$ cat src/arp_pkg.sv
`timescale 1ns / 1ps
// ----------------------------------------------------------------------------
// arp_pkg
// shared constants and types of the modem reply parser
// ----------------------------------------------------------------------------
package arp_pkg;

	// depth of the information line buffer
	localparam int LINE_DEPTH = 64;
	localparam int WPOS_W     = $clog2(LINE_DEPTH + 1);
	localparam int PHASE_W    = 4;
	localparam int LINES_W    = 16;
	localparam int LEN_W      = 7;
	localparam int STATUS_W   = 2;

	// characters
	localparam logic [7:0] CH_CR    = 8'd13;
	localparam logic [7:0] CH_LF    = 8'd10;
	localparam logic [7:0] CH_PLUS  = 8'h2B;
	localparam logic [7:0] CH_O     = 8'h4F;
	localparam logic [7:0] CH_K     = 8'h4B;
	localparam logic [7:0] CH_E     = 8'h45;
	localparam logic [7:0] CH_R     = 8'h52;

	// parser phases
	localparam logic [PHASE_W-1:0] PH_WAIT_CR    = 4'd0;
	localparam logic [PHASE_W-1:0] PH_WAIT_LF    = 4'd1;
	localparam logic [PHASE_W-1:0] PH_FIRST      = 4'd2;
	localparam logic [PHASE_W-1:0] PH_COLLECT    = 4'd3;
	localparam logic [PHASE_W-1:0] PH_INFO_LF    = 4'd4;
	localparam logic [PHASE_W-1:0] PH_AFTER_INFO = 4'd5;
	localparam logic [PHASE_W-1:0] PH_BLANK_LF   = 4'd6;
	localparam logic [PHASE_W-1:0] PH_FINAL_WORD = 4'd7;
	localparam logic [PHASE_W-1:0] PH_OK_K       = 4'd8;
	localparam logic [PHASE_W-1:0] PH_ERR_R1     = 4'd9;
	localparam logic [PHASE_W-1:0] PH_ERR_R2     = 4'd10;
	localparam logic [PHASE_W-1:0] PH_ERR_O      = 4'd11;
	localparam logic [PHASE_W-1:0] PH_ERR_R3     = 4'd12;
	localparam logic [PHASE_W-1:0] PH_END_CR     = 4'd13;
	localparam logic [PHASE_W-1:0] PH_END_LF     = 4'd14;

	// per-byte status codes
	localparam logic [STATUS_W-1:0] ST_ACCEPT     = 2'd0;
	localparam logic [STATUS_W-1:0] ST_UNEXPECTED = 2'd1;
	localparam logic [STATUS_W-1:0] ST_FULL       = 2'd2;

	typedef struct packed {
		logic [PHASE_W-1:0] phase;
		logic [WPOS_W-1:0]  wpos;
		logic [LINES_W-1:0] lines;
		logic               ok;
	} parse_state_t;

	typedef struct packed {
		logic [STATUS_W-1:0] status;
		logic                done;
	} step_flags_t;

endpackage

$ cat src/arp_step.sv
`timescale 1ns / 1ps
// ----------------------------------------------------------------------------
// arp_step
// next-state and status logic for one received byte
// ----------------------------------------------------------------------------
module arp_step
	import arp_pkg::*;
(
	input  logic [7:0]   rx_byte,
	input  parse_state_t cur,
	output parse_state_t nxt,
	output step_flags_t  flags
);

	logic [LINES_W-1:0] lines_inc;

	assign lines_inc = cur.lines + LINES_W'(1);

	always_comb begin
		nxt          = cur;
		flags.status = ST_UNEXPECTED;
		flags.done   = 1'b0;
		case (cur.phase)
			PH_WAIT_CR: begin
				if (rx_byte == CH_CR) begin
					nxt.phase    = PH_WAIT_LF;
					flags.status = ST_ACCEPT;
				end
			end
			PH_WAIT_LF: begin
				if (rx_byte inside {CH_LF, CH_CR}) begin
					nxt.phase    = PH_FIRST;
					flags.status = ST_ACCEPT;
				end
			end
			PH_FIRST, PH_FINAL_WORD: begin
				if (rx_byte == CH_PLUS && cur.phase == PH_FIRST) begin
					nxt.phase    = PH_COLLECT;
					nxt.lines    = lines_inc;
					flags.status = ST_ACCEPT;
				end else if (rx_byte == CH_O) begin
					nxt.phase    = PH_OK_K;
					flags.status = ST_ACCEPT;
				end else if (rx_byte == CH_E) begin
					nxt.phase    = PH_ERR_R1;
					flags.status = ST_ACCEPT;
				end
			end
			PH_COLLECT: begin
				if (rx_byte == CH_CR) begin
					nxt.phase    = PH_INFO_LF;
					nxt.wpos     = '0;
					nxt.lines    = lines_inc;
					flags.status = ST_ACCEPT;
				end else if (cur.wpos < WPOS_W'(LINE_DEPTH)) begin
					// byte goes to the line buffer, only its count is visible
					nxt.wpos     = cur.wpos + WPOS_W'(1);
					flags.status = ST_ACCEPT;
				end else begin
					flags.status = ST_FULL;
				end
			end
			PH_INFO_LF: begin
				if (rx_byte == CH_LF) begin
					nxt.phase    = PH_AFTER_INFO;
					flags.status = ST_ACCEPT;
				end
			end
			PH_AFTER_INFO: begin
				if (rx_byte == CH_PLUS) begin
					nxt.phase    = PH_COLLECT;
					nxt.lines    = lines_inc;
					flags.status = ST_ACCEPT;
				end else if (rx_byte == CH_CR) begin
					nxt.phase    = PH_BLANK_LF;
					flags.status = ST_ACCEPT;
				end
			end
			PH_BLANK_LF: begin
				if (rx_byte == CH_LF) begin
					nxt.phase    = PH_FINAL_WORD;
					flags.status = ST_ACCEPT;
				end
			end
			PH_OK_K: begin
				if (rx_byte == CH_K) begin
					nxt.phase    = PH_END_CR;
					nxt.ok       = 1'b1;
					flags.status = ST_ACCEPT;
				end
			end
			PH_ERR_R1: begin
				if (rx_byte == CH_R) begin
					nxt.phase    = PH_ERR_R2;
					flags.status = ST_ACCEPT;
				end
			end
			PH_ERR_R2: begin
				if (rx_byte == CH_R) begin
					nxt.phase    = PH_ERR_O;
					flags.status = ST_ACCEPT;
				end
			end
			PH_ERR_O: begin
				if (rx_byte == CH_O) begin
					nxt.phase    = PH_ERR_R3;
					flags.status = ST_ACCEPT;
				end
			end
			PH_ERR_R3: begin
				if (rx_byte == CH_R) begin
					nxt.phase    = PH_END_CR;
					nxt.ok       = 1'b0;
					flags.status = ST_ACCEPT;
				end
			end
			PH_END_CR: begin
				if (rx_byte == CH_CR) begin
					nxt.phase    = PH_END_LF;
					flags.status = ST_ACCEPT;
				end
			end
			PH_END_LF: begin
				if (rx_byte == CH_LF) begin
					nxt.phase    = PH_WAIT_CR;
					flags.done   = 1'b1;
					flags.status = ST_ACCEPT;
				end else if (rx_byte == CH_CR) begin
					flags.status = ST_ACCEPT;
				end
			end
			default: begin
				nxt.phase = PH_WAIT_CR;
			end
		endcase
	end

endmodule

$ cat src/at_response_parser_unit.sv
`timescale 1ns / 1ps
// ----------------------------------------------------------------------------
// at_response_parser_unit
// byte-serial parser of modem replies, one status request per received byte
// ----------------------------------------------------------------------------
//
// channel   dir  signals                      request contents
// s_*       in   s_tvalid s_tready s_tdata    rx_byte
// m_*       out  m_tvalid m_tready m_tdata    status, reply_ok, lines_seen,
//                m_tlast                      line_length; tlast = reply_done
//
// one byte per cycle sustained while m_tready does not stall; a byte passes the
// input register, then the result register, on its way to the status request on m_*
// the parser state advances in the same cycle that the result register loads
// arst_n clears the parser to waiting for the first CR, line counter to one
// a stall on m_tready freezes both stages; s_tready drops only when the input
// register is full and the result register cannot move
//
module at_response_parser_unit
	import arp_pkg::*;
(
	input  logic        clk,
	input  logic        arst_n,
	// input bytes
	input  logic        s_tvalid,
	output logic        s_tready,
	input  logic [7:0]  s_tdata,   // [7:0] rx_byte
	// status requests
	output logic        m_tvalid,
	input  logic        m_tready,
	output logic [31:0] m_tdata,   // [1:0] status, [2] reply_ok, [18:3] lines_seen,
	                               // [25:19] line_length, [31:26] zero
	output logic        m_tlast    // reply_done
);

	// input register
	logic         valid_s1;
	logic [7:0]   byte_s1;

	// parser state
	parse_state_t st_q;
	parse_state_t st_nxt;
	step_flags_t  flags;

	// result register
	logic                valid_s2;
	logic [STATUS_W-1:0] status_s2;
	logic                done_s2;
	logic                ok_s2;
	logic [LINES_W-1:0]  lines_s2;
	logic [LEN_W-1:0]    len_s2;

	logic advance;
	logic fire;

	// result register can take a new request when empty or being drained
	assign advance  = !valid_s2 || m_tready;
	assign fire     = valid_s1 && advance;
	assign s_tready = !valid_s1 || advance;

	always_ff @(posedge clk or negedge arst_n) begin
		if (!arst_n) begin
			valid_s1 <= 1'b0;
		end else if (s_tready) begin
			valid_s1 <= s_tvalid;
		end
	end

	always_ff @(posedge clk) begin
		if (s_tready && s_tvalid) begin
			byte_s1 <= s_tdata;
		end
	end

	arp_step u_step (
		.rx_byte (byte_s1),
		.cur     (st_q),
		.nxt     (st_nxt),
		.flags   (flags)
	);

	// state commits only when the byte's result is loaded
	always_ff @(posedge clk or negedge arst_n) begin
		if (!arst_n) begin
			st_q.phase <= PH_WAIT_CR;
			st_q.wpos  <= '0;
			st_q.lines <= LINES_W'(1);
			st_q.ok    <= 1'b0;
		end else if (fire) begin
			st_q <= st_nxt;
		end
	end

	always_ff @(posedge clk or negedge arst_n) begin
		if (!arst_n) begin
			valid_s2 <= 1'b0;
		end else if (advance) begin
			valid_s2 <= valid_s1;
		end
	end

	always_ff @(posedge clk) begin
		if (fire) begin
			status_s2 <= flags.status;
			done_s2   <= flags.done;
			ok_s2     <= st_nxt.ok;
			lines_s2  <= st_nxt.lines;
			// write position, the same width as line_length
			len_s2    <= LEN_W'(st_nxt.wpos);
		end
	end

	assign m_tvalid = valid_s2;
	assign m_tlast  = done_s2;
	assign m_tdata  = {6'd0, len_s2, lines_s2, ok_s2, status_s2};

	// status code three is never produced
	a_status_legal: assert property (@(posedge clk) disable iff (!arst_n)
		m_tvalid |-> (status_s2 != 2'd3))
		else $error("illegal status code");

	// a completed reply is always an accepted byte
	a_done_accepted: assert property (@(posedge clk) disable iff (!arst_n)
		(m_tvalid && m_tlast) |-> (status_s2 == ST_ACCEPT))
		else $error("reply done with non-accept status");

	// write position never passes the buffer depth
	a_wpos_bound: assert property (@(posedge clk) disable iff (!arst_n)
		st_q.wpos <= WPOS_W'(LINE_DEPTH))
		else $error("write position beyond line buffer");

	// line counter steps by at most one per processed byte
	a_lines_step: assert property (@(posedge clk) disable iff (!arst_n)
		fire |=> (st_q.lines == $past(st_q.lines)) ||
			(st_q.lines == $past(st_q.lines) + LINES_W'(1)))
		else $error("line counter jumped");

	// state holds while no byte is processed
	a_state_hold: assert property (@(posedge clk) disable iff (!arst_n)
		!fire |=> $stable(st_q))
		else $error("parser state moved without a byte");

endmodule

$ cat config.mk
export PLATFORM = sky130hd
export DESIGN_NAME = at_response_parser_unit
export DESIGN_NICKNAME = d
export VERILOG_FILES = /design/src/arp_pkg.sv /design/src/arp_step.sv /design/src/at_response_parser_unit.sv
export SDC_FILE = /design/constraint.sdc
export NUM_CORES = 1
export LEC_CHECK = 0
export BUFFER_PORTS_ARGS = -buffer_cell sky130_fd_sc_hd__clkbuf_2
export CORE_MARGIN = 2
export CORE_UTILIZATION = 50
export DETAILED_ROUTE_END_ITERATION = 10
export PLACE_DENSITY = 0.69
export SLEW_MARGIN = 20
export SYNTH_ARGS = -nofsm -noshare
export SYNTH_HDL_FRONTEND = slang
export SYNTH_HIERARCHICAL = 1
export SYNTH_SLANG_ARGS = --single-unit
$ cat constraint.sdc
create_clock -name clk -period 3.09 [get_ports clk]
set_input_delay 0.618 -clock clk [delete_from_list [all_inputs] [get_ports clk]]
set_output_delay 0.618 -clock clk [all_outputs]
set_load 0.01 [all_outputs]
# Word-level counts from Yosys, hierarchy flattened
# Cells that the tools add are included.
[word_totals]
regBits = 65
input_bits = 12
output_inout_bits = 35
word_cells = 107
[classes]
addsub = 2
magnitude_cmp = 1
eq_ne = 35
muxes = 43
n_reduce_logical = 14
[ops]
columns = ["operator", "count"]
rows = [
  ["$mux W4", 17],
  ["$pmux W4 S14", 1],
  ["$mux W16", 3],
  ["$pmux W16 S3", 1],
  ["$eq A8 B7 Y1 const B", 4],
  ["$eq A4 B4 Y1 const B", 7],
  ["$ne A2 B1 Y1 const B", 12],
  ["$mux W7", 3],
  ["$pmux W2 S10", 1],
  ["$add A16 B1 Y16 const B", 1],
  ["$eq A4 B3 Y1 const B", 4],
  ["$eq A8 B4 Y1 const B", 2],
  ["$reduce_and A15 Y1", 1],
  ["$mux W1", 12],
  ["$eq A4 B2 Y1 const B", 2],
  ["$eq A8 B6 Y1 const B", 1],
  ["$mux W2", 4],
  ["$add A7 B1 Y7 const B", 1],
  ["$lt A7 B7 Y1 const B", 1],
  ["$reduce_or A2 Y1", 3],
  ["$eq A4 B1 Y1 const B", 1],
  ["$logic_not A4 Y1", 1],
  ["$ne A4 B1 Y1 const B", 1],
  ["$logic_and A1 B1 Y1", 3],
  ["other kinds (6)", 8],
]

# Longest topological paths before layout
[logic_depth]
ltp_word = 5
mapped_depth = 9
ltp_nobuf = 7

# Modules after synthesis
# The synthesis kept the hierarchy.
[by_module_without_submodules]
columns = ["module", "instances", "cells_per_inst", "area_each_um2", "seq_area_each_um2"]
rows = [
  ["at_response_parser_unit", 1, 111, 2288.4, 1803.0],
  ["arp_step", 1, 197, 1262.5, 0.0],
]

# Worst setup path before layout
# OpenSTA, ideal clock, no wires.
[synth_path]
kind = "register to register"
startpoint = "register byte_s1[7]"
endpoint = "register st_q[14] (netlist name)"
setup_time_ns = 0.125
arrival_ns = 2.289
t_required_ns = 2.965
slack_ns = 0.677
path_stages_with_launch = 8
path_buffers = 1
period_less_slack_ns = 2.413
cell_sequence = "edfxtp_1 > nand4bb_2 > or4_1 > buf_6 > o221a_4 > or3_4 > xnor2_2 > mux2_2"
[synth_rtl]
columns = ["element", "line", "source"]
rows = [
  ["start: declaration", "at_response_parser_unit.sv:38", "logic [7:0] byte_s1;"],
  ["start signal: assignment", "at_response_parser_unit.sv:71", "byte_s1 <= s_tdata;"],
  ["end signal: assignment", "at_response_parser_unit.sv:90", "st_q <= st_nxt;"],
  ["end: declaration", "at_response_parser_unit.sv:41", "parse_state_t st_q;"],
]

==> flow_summary.yaml <==
outcome:
  status: "finished clean"
power:
  power_mw: 2.07
  p_leak_nw: 1.68
  pwr_density_cell_nw_per_um2: 518
  ir_worst_vdd_mv: 0.335
critical_path:
  cpPeakStageDelay_ns: 0.64
  cp.required_ns: 3.32
  critPathKind: "reg2reg"
  cp_cell_sequence: "nand4bb_2 > or4_1 > o221a_4 > or3_4 > xnor2_2 > mux2_2"
  cp-startpoint: "byte_s1[7]$_DFFE_PP_"
  arrival_ns: 2.94
  crit_path_max_fanout: 11
  start_kind: "flop"
  r2r_start: "byte_s1[7]$_DFFE_PP_"
  cpMaxStageDelayCell: "or4_1"
  endpoint_kind: "flop"
synthesis:
  synthTopCellsByCount: "edfxtp_1, nand2_1, dfrtp_1, mux2_2, nor2_1"
  synthSimpleGateAreaFrac: 0.194
  synth_largest_area_cell: "edfxtp_1"
  muxShareOfSynthArea: 0.101
  synthAdderAreaFrac: 0.00705
  synth_area_um2: 3550
  yosys.cell_count.top_type: "edfxtp_1"
  yosysTopAreaCellShare: 0.296
  synth_xor_xnor_area_share: 0.0416
  synth_top_family_by_area: "simple AND/OR/NAND/NOR gates"
  syn-instance-count: 308
  synth.area.top_cells: "edfxtp_1, dfrtp_1, mux2_2"
  async_reset_ff_frac: 0.462
  yosysUniqueCellTypes: 64
  ys.flop_type: "edfxtp_1"
  synth-edff-count: 35
  syn_area_per_cell_um2: 11.5
  synth_seq_area_share: 0.508
  synth_compound_area_frac: 0.102
  yosys_warnings: 6
  ys_ff_latch: 65
floorplanning:
  initial_core_util: 0.520
  core_um2: 6830
  dieArea_um2: 7790
  rows: 30
  io_pins: 47
  fp.dieH_um: 88.3
  dieWidth_um: 88.3
global_routing:
  grt_pass1_vias: 2312
  grt_util_all_layers: 0.198
  grt_max_degree: 31
  gr-total-overflow: 0
  antenna_found_initial: 0
  grt_pass1_wl_um: 11600
route:
  drt_iter0_drc: 240
  via_per_inst: 5.65
  ant_nets: 0
  vias: 2552
  wirelength_um: 7030
  wl_per_cell_um: 15.6
  drc: 0
  firstDrtPassIters: 5
place:
  dpl_cell_area_um2: 3800
  port_buffers: 40
  dp_hpwl_um: 4850
  gp_congestion: 0.878
timing:
  skew_ns: 0.00800
  fin_tns_setup_ns: 0
  drv_slew: 0
  hold_viol: 0
  setup_violations: 0
  finalCritPeriodShare: 0.877
  max_freq_ghz: 0.369
  worst_pin_slew_ns: 0.790
  period_minus_slack_ns: 2.71
  slew_headroom: 0.474
  rsz0062_at_grt: "false"
layout:
  layout-drive-gt1-share: 0.301
  final_nets: 365
  diodes: 0
  design_area_um2: 4000
  syn_to_final_growth_pct: 12.6
  utilization: 0.585
clocking:
  post_cts_buffers: 0
  ctsHoldBuffers: 0
  path_clk_slew_ns: 0.07
  cts.htree.levels: 3
  cts_root_buf: "clkbuf_8"
  cts_sinks: 65
  insertion_delay_ns: 0.35
  cts_max_path_buffers: 2
  cts_buffers: 9
  tritoncts: "built"
  cts_resized: 0
job:
  drv_cap: 0
worst_hold_path:
  hp-class: "in2async"
registers in the layout, indices dropped and copies added, names as in the netlist:
name       count
byte_s1        8
len_s2         7
lines_s2      16
m_tlast        1
m_tvalid       1
ok_s2          1
st_q          28
status_s2      2
valid_s1       1
per-stage QoR:
| step | worst slack [ns] | std cells | hold WS, ns |
|---|---|---|---|
| 2_1_floorplan | 0.677 | 313 | 0.322 |
| 3_3_place_gp | 0.432 | 436 | 0.482 |
| 3_5_place_dp | 0.387 | 436 | 0.485 |
| 4_1_cts | 0.376 | 452 | 0.370 |
| 5_1_grt | 0.164 | 452 | 0.415 |
| 6_report | 0.379 | 452 | 0.349 |
cell usage in the layout, fill, tap and decap left out, types with 10 or more instances in the layout:
| master | count |
|---|---|
| clkbuf_2 | 40 |
| nand2b_1 | 10 |
| nor2_1 | 16 |
| mux2_2 | 20 |
| nand3_1 | 13 |
| clkbuf_8 | 10 |
| nand2_1 | 32 |
| edfxtp_1 | 35 |
| o21ai_0 | 10 |
| dfrtp_1 | 29 |
worst paths after layout:
check,endpoint,slack [ns],cells past startpoint
max in group asynchronous,st_q[7]$_DFFE_PN0P_,2.24,1
setup / recovery,st_q[14]$_DFFE_PN0P_,0.38,6
hold reg to reg,m_tvalid$_DFFE_PN0P_,0.49,1
min in group clk,byte_s1[0]$_DFFE_PP_,0.45,1
hold / removal,st_q[22]$_DFFE_PN0P_,0.35,1
setup reg to reg,st_q[14]$_DFFE_PN0P_,0.38,6
power breakdown:
part	switching, mW	internal, mW
Combinational	0.216	0.144
Clock	0.318	0.391
Sequential	0.0271	0.975
Total	0.561	1.51
kinds of logic after synthesis:
group,after synthesis
and+or+nand+nor,122
DFF,65
AOI/OAI and AO/OA,49
muxes,29
buffers and inverters,24
xor gates and xnor gates,16
adders and majority gates,2
other,1
layer usage:
metal / vias up / part of all wire / wire length, µm / track usage
li1: 1227 / - / - / -
met3: 8 / 0.062 / 435 / 0.0597
met1: 1222 / 0.45 / 3150 / 0.271
met5: - / 0 / 0 / 0
met4: 0 / 0.011 / 77 / 0.0537
met2: 95 / 0.48 / 3370 / 0.310
worst max-delay path: cells and delay by family (launching register included):
kind	cells	cell delay, ns
compound gates	1	0.43
simple gates	3	1.34
flops	1	0.43
mux	1	0.26
xor+xnor	1	0.14
layout make-up:
type                            count  area (µm²)
Clock buffer                       11         141
Clock inverter                      5        55.1
Fill cell                         592        2830
Inverter                            3        11.3
Multi-Input combinational cell    224        1610
Sequential cell                    65        1800
Tap cell                           96         120
Timing Repair Buffer               48         260
(Power assumes the default switching activity.)
